--- config.mk ---
export PLATFORM = sky130hd
export DESIGN_NAME = arq_retransmit_queue
export DESIGN_NICKNAME = d
export VERILOG_FILES = /design/src/design/arq_pkg.sv /design/src/design/arq_retransmit_queue.sv
export SDC_FILE = /design/constraint.sdc
export NUM_CORES = 2
export LEC_CHECK = 0
export BUFFER_PORTS_ARGS = -buffer_cell sky130_fd_sc_hd__buf_2
export CAP_MARGIN = 40
export CORE_ASPECT_RATIO = 1.4
export CORE_MARGIN = 2
export CORE_UTILIZATION = 42
export CTS_CLUSTER_SIZE = 24
export DETAILED_ROUTE_END_ITERATION = 6
export GPL_ROUTABILITY_DRIVEN = 0
export MAX_ROUTING_LAYER = met4
export PLACE_DENSITY = 0.64
export SYNTH_ARGS = -nofsm -noshare
export SYNTH_HDL_FRONTEND = slang
export SYNTH_SLANG_ARGS = --single-unit
--- constraint.sdc ---
create_clock -name clock -period 18.6 [get_ports clock]
set_input_delay 0.93 -clock clock [delete_from_list [all_inputs] [get_ports clock]]
set_output_delay 0.93 -clock clock [all_outputs]
set_load 0.01 [all_outputs]
--- src/design/arq_pkg.sv ---
// ----------------------------------------------------------------------------
// ARQ retransmit queue package
// Shared types and constants of the retransmit queue.
// ----------------------------------------------------------------------------
`default_nettype none
package arq_pkg;
   localparam int unsigned DEFAULT_QUEUE_DEPTH = 32;
   localparam logic [31:0] RESET_INTERVAL = 32'd200000;
   localparam logic [31:0] RESET_GIVE_UP  = 32'd5000000;

   typedef enum logic [1:0] {
      MODE_SEND  = 2'd0,
      MODE_ACK   = 2'd1,
      MODE_CLOSE = 2'd2,
      MODE_POLL  = 2'd3
   } mode_type;

   typedef enum logic [2:0] {
      ST_QUEUED      = 3'd0,
      ST_FULL        = 3'd1,
      ST_ACKED       = 3'd2,
      ST_MISSING     = 3'd3,
      ST_PURGED      = 3'd4,
      ST_RESEND      = 3'd5,
      ST_RESEND_LAST = 3'd6,
      ST_IDLE        = 3'd7
   } status_type;

   typedef enum logic [0:0] {
      CSR_INTERVAL = 1'd0,
      CSR_GIVE_UP  = 1'd1
   } csr_index_type;

   typedef enum logic [2:0] {
      S_IDLE,
      S_SCAN,
      S_SCAN_WAIT,
      S_POLL_RD,
      S_APPEND,
      S_DONE
   } state_type;
endpackage
`default_nettype wire

--- src/design/arq_retransmit_queue.sv ---
// ----------------------------------------------------------------------------
// ARQ retransmit queue
// Ordered store of unacknowledged frames with send, ack, close and poll.
// ----------------------------------------------------------------------------
// Usage:
//  req_ channel takes one command transaction: tuser carries the mode, tdata
//  carries channel, frame_number, frame_tag and now. rsp_ channel returns
//  exactly one result transaction per command: tuser carries the status,
//  tdata the resent frame, round trip, purged count and occupancy.
//  csr_ writes retransmit_interval (index 0) and give_up_limit (index 1).
//  Entries live in a ring held in a memory with one write and one
//  registered read port. A single read/compare/copy unit walks the ring.
//  Steps from command acceptance to the result: send goes through append,
//  poll through a head read and append, ack and close through one read
//  step and one compare/compact step per live entry, then the closing step;
//  each then presents its result. req_tready rises in the cycle after the
//  result is taken. The block holds req_tready low while
//  busy. The result waits in an output register; a stalled receiver holds
//  the result and the block accepts nothing new until it is taken.
//  Reset empties the queue (head pointer and count) and restores the
//  register reset values; memory contents need no clearing.
// ----------------------------------------------------------------------------
`default_nettype none
module arq_retransmit_queue #(
   parameter int unsigned QUEUE_DEPTH = arq_pkg::DEFAULT_QUEUE_DEPTH
) (
   input  wire logic         clock,
   input  wire logic         reset,
   input  wire logic         req_tvalid,
   output logic              req_tready,
   // tuser: mode[1:0]
   input  wire logic [1:0]   req_tuser,
   // tdata: channel[15:0], frame_number[31:16], frame_tag[47:32], now[79:48]
   input  wire logic [79:0]  req_tdata,
   output logic              rsp_tvalid,
   input  wire logic         rsp_tready,
   // tuser: status[2:0]
   output logic [2:0]        rsp_tuser,
   // tdata: out_channel[15:0], out_number[31:16], out_tag[47:32],
   // round_trip[79:48], purged_count[85:80], occupancy[91:86],
   // zero fill [95:92]
   output logic [95:0]       rsp_tdata,
   input  wire logic         csr_valid,
   output logic              csr_ready,
   input  wire logic [0:0]   csr_index,
   input  wire logic [31:0]  csr_data
);
   localparam int unsigned AW = (QUEUE_DEPTH > 1) ? $clog2(QUEUE_DEPTH) : 1;
   localparam int unsigned CW = $clog2(QUEUE_DEPTH + 1);
   localparam int unsigned EW = 112;

   // entry word: channel[15:0], number[31:16], tag[47:32], first[79:48],
   // last[111:80]
   logic [EW-1:0] mem [QUEUE_DEPTH];
   logic [EW-1:0] rd_data_ff;
   logic [AW-1:0] rd_addr;
   logic          wr_en;
   logic [AW-1:0] wr_addr;
   logic [EW-1:0] wr_data;

   logic [31:0] interval_ff, give_up_ff;
   arq_pkg::state_type state_ff, state_in;
   logic [AW-1:0] head_ff, head_in;
   logic [CW-1:0] count_ff, count_in;
   logic [CW-1:0] idx_ff, idx_in;    // entries read so far
   logic [CW-1:0] kept_ff, kept_in;  // entries written back so far
   logic          found_ff, found_in;
   // command word: mode in the low bits, then the tdata fields
   logic [81:0]   cmd_ff;
   // result word: status in the low bits, then the tdata fields
   logic [94:0]   rsp_ff, rsp_in;

   wire logic [1:0]  c_mode  = cmd_ff[1:0];
   wire logic [15:0] c_chan  = cmd_ff[17:2];
   wire logic [15:0] c_num   = cmd_ff[33:18];
   wire logic [15:0] c_tag   = cmd_ff[49:34];
   wire logic [31:0] c_now   = cmd_ff[81:50];

   function automatic logic [AW-1:0] wrap(input logic [AW-1:0] b, input logic [CW-1:0] o);
      logic [AW:0] s;
      s = {1'b0, b} + (AW+1)'(o);
      if (s >= (AW+1)'(QUEUE_DEPTH)) s = s - (AW+1)'(QUEUE_DEPTH);
      return s[AW-1:0];
   endfunction

   assign csr_ready  = 1'b1;
   assign req_tready = (state_ff == arq_pkg::S_IDLE);
   assign rsp_tvalid = (state_ff == arq_pkg::S_DONE);
   assign rsp_tuser  = rsp_ff[2:0];
   assign rsp_tdata  = {4'b0000, rsp_ff[94:3]};

   always_ff @(posedge clock) begin
      if (wr_en) mem[wr_addr] <= wr_data;
      rd_data_ff <= mem[rd_addr];
   end

   always_ff @(posedge clock) begin
      if (reset) begin
         interval_ff <= arq_pkg::RESET_INTERVAL;
         give_up_ff  <= arq_pkg::RESET_GIVE_UP;
      end else if (csr_valid) begin
         unique case (arq_pkg::csr_index_type'(csr_index))
            arq_pkg::CSR_INTERVAL: interval_ff <= csr_data;
            arq_pkg::CSR_GIVE_UP:  give_up_ff  <= csr_data;
            default: ;
         endcase
      end
   end

   always_ff @(posedge clock) begin
      if (reset) begin
         state_ff <= arq_pkg::S_IDLE;
         head_ff  <= '0;
         count_ff <= '0;
      end else begin
         state_ff <= state_in;
         head_ff  <= head_in;
         count_ff <= count_in;
      end
      idx_ff   <= idx_in;
      kept_ff  <= kept_in;
      found_ff <= found_in;
      rsp_ff   <= rsp_in;
      if (req_tvalid && req_tready) cmd_ff <= {req_tdata, req_tuser};
   end

   // next state
   always_comb begin
      state_in = state_ff;
      unique case (state_ff)
         arq_pkg::S_IDLE:
            if (req_tvalid) begin
               unique case (arq_pkg::mode_type'(req_tuser))
                  arq_pkg::MODE_SEND: state_in = arq_pkg::S_APPEND;
                  arq_pkg::MODE_POLL: state_in = arq_pkg::S_POLL_RD;
                  default:            state_in = arq_pkg::S_SCAN;
               endcase
            end
         arq_pkg::S_SCAN:
            if (idx_ff == count_ff) state_in = arq_pkg::S_DONE;
            else state_in = arq_pkg::S_SCAN_WAIT;
         arq_pkg::S_SCAN_WAIT: state_in = arq_pkg::S_SCAN;
         arq_pkg::S_POLL_RD:   state_in = arq_pkg::S_APPEND;
         arq_pkg::S_APPEND:    state_in = arq_pkg::S_DONE;
         arq_pkg::S_DONE:      if (rsp_tready) state_in = arq_pkg::S_IDLE;
         default:              state_in = arq_pkg::S_IDLE;
      endcase
   end

   // datapath and outputs
   logic        match;
   logic [31:0] age_last, age_first;
   logic [CW-1:0] purged;
   always_comb begin
      head_in  = head_ff;
      count_in = count_ff;
      idx_in   = idx_ff;
      kept_in  = kept_ff;
      found_in = found_ff;
      rsp_in   = rsp_ff;
      rd_addr  = wrap(head_ff, idx_ff);
      wr_en    = 1'b0;
      wr_addr  = wrap(head_ff, kept_ff);
      wr_data  = rd_data_ff;
      age_last  = c_now - rd_data_ff[111:80];
      age_first = c_now - rd_data_ff[79:48];
      purged    = idx_ff - kept_ff;
      if (c_mode == arq_pkg::MODE_ACK)
         match = !found_ff && rd_data_ff[15:0] == c_chan && rd_data_ff[31:16] == c_num;
      else
         match = rd_data_ff[15:0] == c_chan;
      unique case (state_ff)
         arq_pkg::S_IDLE: begin
            idx_in   = '0;
            kept_in  = '0;
            found_in = 1'b0;
            rd_addr  = head_ff;
         end
         arq_pkg::S_SCAN: begin
            // issue read of entry idx; at end, build response
            if (idx_ff == count_ff) begin
               count_in = kept_ff;
               rsp_in = '0;
               rsp_in[94:89] = 6'(kept_ff);
               if (c_mode == arq_pkg::MODE_ACK) begin
                  rsp_in[2:0] = found_ff ? arq_pkg::ST_ACKED : arq_pkg::ST_MISSING;
                  rsp_in[82:51] = rsp_ff[82:51];
                  if (!found_ff) rsp_in[82:51] = '0;
               end else begin
                  rsp_in[2:0] = arq_pkg::ST_PURGED;
                  rsp_in[88:83] = 6'(purged);
               end
            end
            if (idx_ff == '0) rsp_in[82:51] = '0;
         end
         arq_pkg::S_SCAN_WAIT: begin
            // rd_data_ff holds entry idx
            idx_in = idx_ff + 1'b1;
            if (match) begin
               if (c_mode == arq_pkg::MODE_ACK) begin
                  found_in = 1'b1;
                  rsp_in[82:51] = age_last;
               end
            end else begin
               wr_en   = 1'b1;
               kept_in = kept_ff + 1'b1;
            end
         end
         arq_pkg::S_POLL_RD: rd_addr = head_ff;
         arq_pkg::S_APPEND: begin
            rsp_in = '0;
            if (c_mode == arq_pkg::MODE_SEND) begin
               if (count_ff == CW'(QUEUE_DEPTH)) begin
                  rsp_in[2:0] = arq_pkg::ST_FULL;
               end else begin
                  wr_en    = 1'b1;
                  wr_addr  = wrap(head_ff, count_ff);
                  wr_data  = {c_now, c_now, c_tag, c_num, c_chan};
                  count_in = count_ff + 1'b1;
                  rsp_in[2:0] = arq_pkg::ST_QUEUED;
               end
            end else if (count_ff != '0 && age_last > interval_ff) begin
               rsp_in[18:3]  = rd_data_ff[15:0];
               rsp_in[34:19] = rd_data_ff[31:16];
               rsp_in[50:35] = rd_data_ff[47:32];
               head_in = wrap(head_ff, CW'(1));
               if (age_first < give_up_ff) begin
                  // rotate: head entry is copied to the free slot past the tail
                  wr_en   = 1'b1;
                  wr_addr = wrap(head_ff, count_ff);
                  wr_data = {c_now, rd_data_ff[79:0]};
                  rsp_in[2:0] = arq_pkg::ST_RESEND;
               end else begin
                  count_in = count_ff - 1'b1;
                  rsp_in[2:0] = arq_pkg::ST_RESEND_LAST;
               end
            end else begin
               rsp_in[2:0] = arq_pkg::ST_IDLE;
            end
            rsp_in[94:89] = 6'(count_in);
         end
         arq_pkg::S_DONE: ;
         default: ;
      endcase
   end
endmodule
`default_nettype wire
==> results.yml <==
setup_path:
  rr_worst_depth: 26
  r2r_end: "mem[19][5]"
  crit_path_start_kind: "register"
  end_kind: "register"
  crit_type: "register to register"
  arrival_ns: 8.94
  endpoint: "mem[19][5]"
  required_ns: 19.20
  path_max_fanout: 32
  rrSetupSlack_ns: 10.26
  startpoint: "cmd_ff[50]"
  reg2reg_from: "cmd_ff[50]"
clock_network:
  cts_max_path_buffers: 4
  cts_tree: "done"
  post_cts_buffers: 0
  cts_root_buffer: "clkbuf_16"
  clock_sinks: 3964
  cts_buffers: 377
  cts_resized: 0
  clock_latency_ns: 0.96
  h-tree-depth: 5
  clk_pin_slew_worst_paths_ns: 0.06
  hold_buffers: 0
placed_design:
  pre_cts_ws_ns: 10.37
  io_buffer_count: 216
  dp_hpwl_um: 227000
yosys:
  synth_top_family_by_area: "multiplexers"
  synth.avg_cell_area_um2: 20.1
  synth_cell_types: 75
  synth.yosys.seq_area_share_pct: 74.9
  synth_xor_area_share_pct: 0.683
  async_flop_share_pct: 0
  synth-seq-cells: 3964
  synth_edf_count: 3774
  synth_compound_area_share_pct: 2.91
  synth.mux.area_fraction_pct: 16.4
  yosys.area_share.adder_pct: 1.26
  syn-cell-area_um2: 156000
  synthSimpleGateAreaFrac_pct: 2.40
  yosysWarningCount: 0
  ys.flop_type: "edfxtp_1"
  synthCells: 7795
global_routing:
  grt_start_max_net_pins: 129
  grt_pass1_wl_um: 583000
  grt_antenna_before_repair: 25
  grt_pass1_vias: 79900
  grt.total_usage_pct: 21.8
  overflow: 0
worst_hold_path:
  holdCritStartpoint: "req_tdata[15]"
  holdPathStages: 1
  hold_path_class: "primary input to register"
cells_and_area:
  drive_gt1_share_pct: 26.8
  fillCellCount: 30300
  multiInputGateArea_um2: 37400
  area_delta_synth_final_pct: 13.6
  nets: 8521
  ff_latch_area_um2: 117000
detailed_routing:
  wl_per_cell_um: 30.0
  route.detailed.drc: 4
  ant_nets: 0
  first_iter_violations: 8891
  via_per_inst: 5.79
  vias: 78300
  first_pass_iters: 7
  routed_wl_um: 405000
die:
  start_util_pct: 42.1
  die_area_um2: 377000
  ios: 222
  die_h_um: 726
  core.rowCount: 265
  fp.coreArea_um2: 371000
  die_w_um: 520
timing:
  skew_ns: 0.102
  tightest_slew_ns: 1.10
  finalSetupTns_ns: 0
  max-slew-margin-rel_pct: 26.8
  setup-violations-final: 0
  fmax_ghz: 0.120
  worst_slack_ns: 10.26
  timing.final.hold_violations: 0
  fin_crit_ns: 8.34
  finalCritPeriodShare_pct: 44.8
  rsz0062_at_grt: "false"
  final-max-slew-violation-count: 0
power_and_ir_drop:
  p_per_area_nw_per_um2: 156
  p_comb_share_pct: 29.8
  p_leak_nw: 59.5
  pwr-share-clk_pct: 27.6
  switching_share_pct: 31.6
  ir_drop_uv: 122
  pwr-share-seq_pct: 42.6
  p_int_mw: 19.0
  switchingPower_mw: 8.78
outcome:
  outcome: "complete, but fails checks"
  violations: "DRC"
run:
  max_cap_viol_count: 0
==> metrics by stage <==
step                      hold slack [ns]  util [%]  power (mW)  area (um2)  std cells
after floorplan                     0.436         -        17.3      156000       7798
after global placement              0.444      44.2        20.0      164000      12700
after detailed placement            0.451      44.5        20.3      165000      12800
after CTS                           0.104      47.8        27.9      178000      13500
after global routing                0.135      47.8        28.8      178000      13500
final                               0.177      47.8        27.7      178000      13500
==> kinds of logic after synthesis <==
kind of cell	count (synthesis)
flip-flops	3964
multiplexers	1403
AND/OR/NAND/NOR	827
AO/OA/AOI/OAI	759
buffers and inverters	564
adder cells (fa/ha/maj)	154
XOR/XNOR	122
other	2
==> cell type report <==
| type | instances | area share (%) |
|---|---|---|
| clock inverter | 205 | 1.14 |
| sequential | 3964 | 66.0 |
| clock buffer | 479 | 5.69 |
| inverter | 162 | 0.344 |
| multi-input combinational | 3270 | 21.1 |
| tap | 4939 | 3.48 |
| antenna | 19 | 0.0268 |
| timing repair buffer | 472 | 2.28 |
==> how the worst min path moves through the flow <==
stage                           end  slack, ns
finish                   cmd_ff[17]       0.18
CTS                      cmd_ff[12]       0.10
floorplan            give_up_ff[10]       0.44
global route             cmd_ff[17]       0.13
detailed placement   interval_ff[2]       0.45
global placement    interval_ff[12]       0.44
==> synthesized netlist by cell type (all sizes together), types with 85 or more instances <==
| cell type | n | area (um2) |
|---|---|---|
| a21oi | 264 | 1320 |
| buf | 174 | 798 |
| clkbuf | 228 | 856 |
| dfxtp | 190 | 3800 |
| edfxtp | 3774 | 113000 |
| ha | 148 | 1850 |
| inv | 161 | 604 |
| mux2 | 276 | 3110 |
| mux2i | 231 | 2310 |
| mux4 | 896 | 20200 |
| nand2 | 325 | 1220 |
| nor2 | 198 | 743 |
| o211ai | 132 | 991 |
| o21ai | 220 | 1100 |
| xnor2 | 85 | 744 |
==> critical path: stages (launching register included) <==
cell	delay, ns
edfxtp_1	0.41
inv_1	0.12
ha_1	0.18
inv_1	0.06
fa_1	0.42
a211oi_1	0.32
o21ai_0	0.18
or3b_2	0.24
a21oi_1	0.14
o2111ai_1	0.32
a21oi_1	0.19
o41ai_1	0.55
mux2i_1	0.29
nand2_1	0.09
ha_1	0.28
nand4_1	0.10
nor3_1	0.35
nand4_1	0.16
o21ai_0	0.24
nand2b_1	0.33
a21oi_1	0.15
a311oi_1	0.61
o21ai_1	0.47
nor3_2	0.35
buf_4	0.58
buf_4	0.55
buf_12	0.27
==> layout by cell type (no fill, tap or decap), drive strengths merged, types with 6 or more instances in the layout <==
cell / synthesis / layout
nand2b: 16 / 16
mux2i: 231 / 231
a211o: 6 / 6
nand2: 325 / 325
nor3b: 7 / 7
edfxtp: 3774 / 3774
diode: 0 / 19
xor2: 37 / 37
ha: 148 / 148
dfxtp: 190 / 190
o21a: 8 / 8
and2: 82 / 82
nor2: 198 / 198
a211oi: 11 / 11
nand3: 63 / 63
bufinv: 0 / 33
o21bai: 16 / 16
inv: 161 / 179
o21ai: 220 / 220
a31oi: 7 / 7
or3: 7 / 7
nor2b: 10 / 10
xnor2: 85 / 85
nand4: 19 / 19
clkinvlp: 0 / 16
a21oi: 264 / 264
a21o: 44 / 44
nor4: 14 / 14
nor3: 57 / 57
mux2: 276 / 276
fa: 6 / 6
o211ai: 132 / 132
clkbuf: 228 / 479
clkinv: 1 / 139
and3: 15 / 15
buf: 174 / 472
mux4: 896 / 896
==> power by group through the flow <==
stage | registers, mW | clock network [mW] | logic, mW
2_1_floorplan | 12.0 | 0 | 5.23
3_3_place_gp | 12.0 | 0 | 7.99
3_5_place_dp | 12.0 | 0 | 8.31
4_1_cts | 11.8 | 7.78 | 8.34
5_1_grt | 11.8 | 8.11 | 8.87
6_report | 11.8 | 7.65 | 8.27
==> flip-flops by register name, indices dropped and copies added (netlist names), 3 cells and up <==
| register | count |
|---|---|
| interval_ff | 32 |
| kept_ff | 6 |
| mem | 3584 |
| rsp_ff | 95 |
| idx_ff | 6 |
| count_ff | 6 |
| state_ff | 3 |
| cmd_ff | 82 |
| give_up_ff | 32 |
| head_ff | 5 |
| rd_data_ff | 112 |
==> layer usage <==
| layer | vias up | GRT usage (%) | part of all wire (%) |
|---|---|---|---|
| li1 | 32600 | - | - |
| met1 | 42000 | 28.4 | 40 |
| met2 | 3085 | 36.2 | 51 |
| met3 | 557 | 2.98 | 6.7 |
| met4 | 0 | 5.68 | 2.6 |
| met5 | - | - | 0 |
Power figures use the tool's default switching activity.
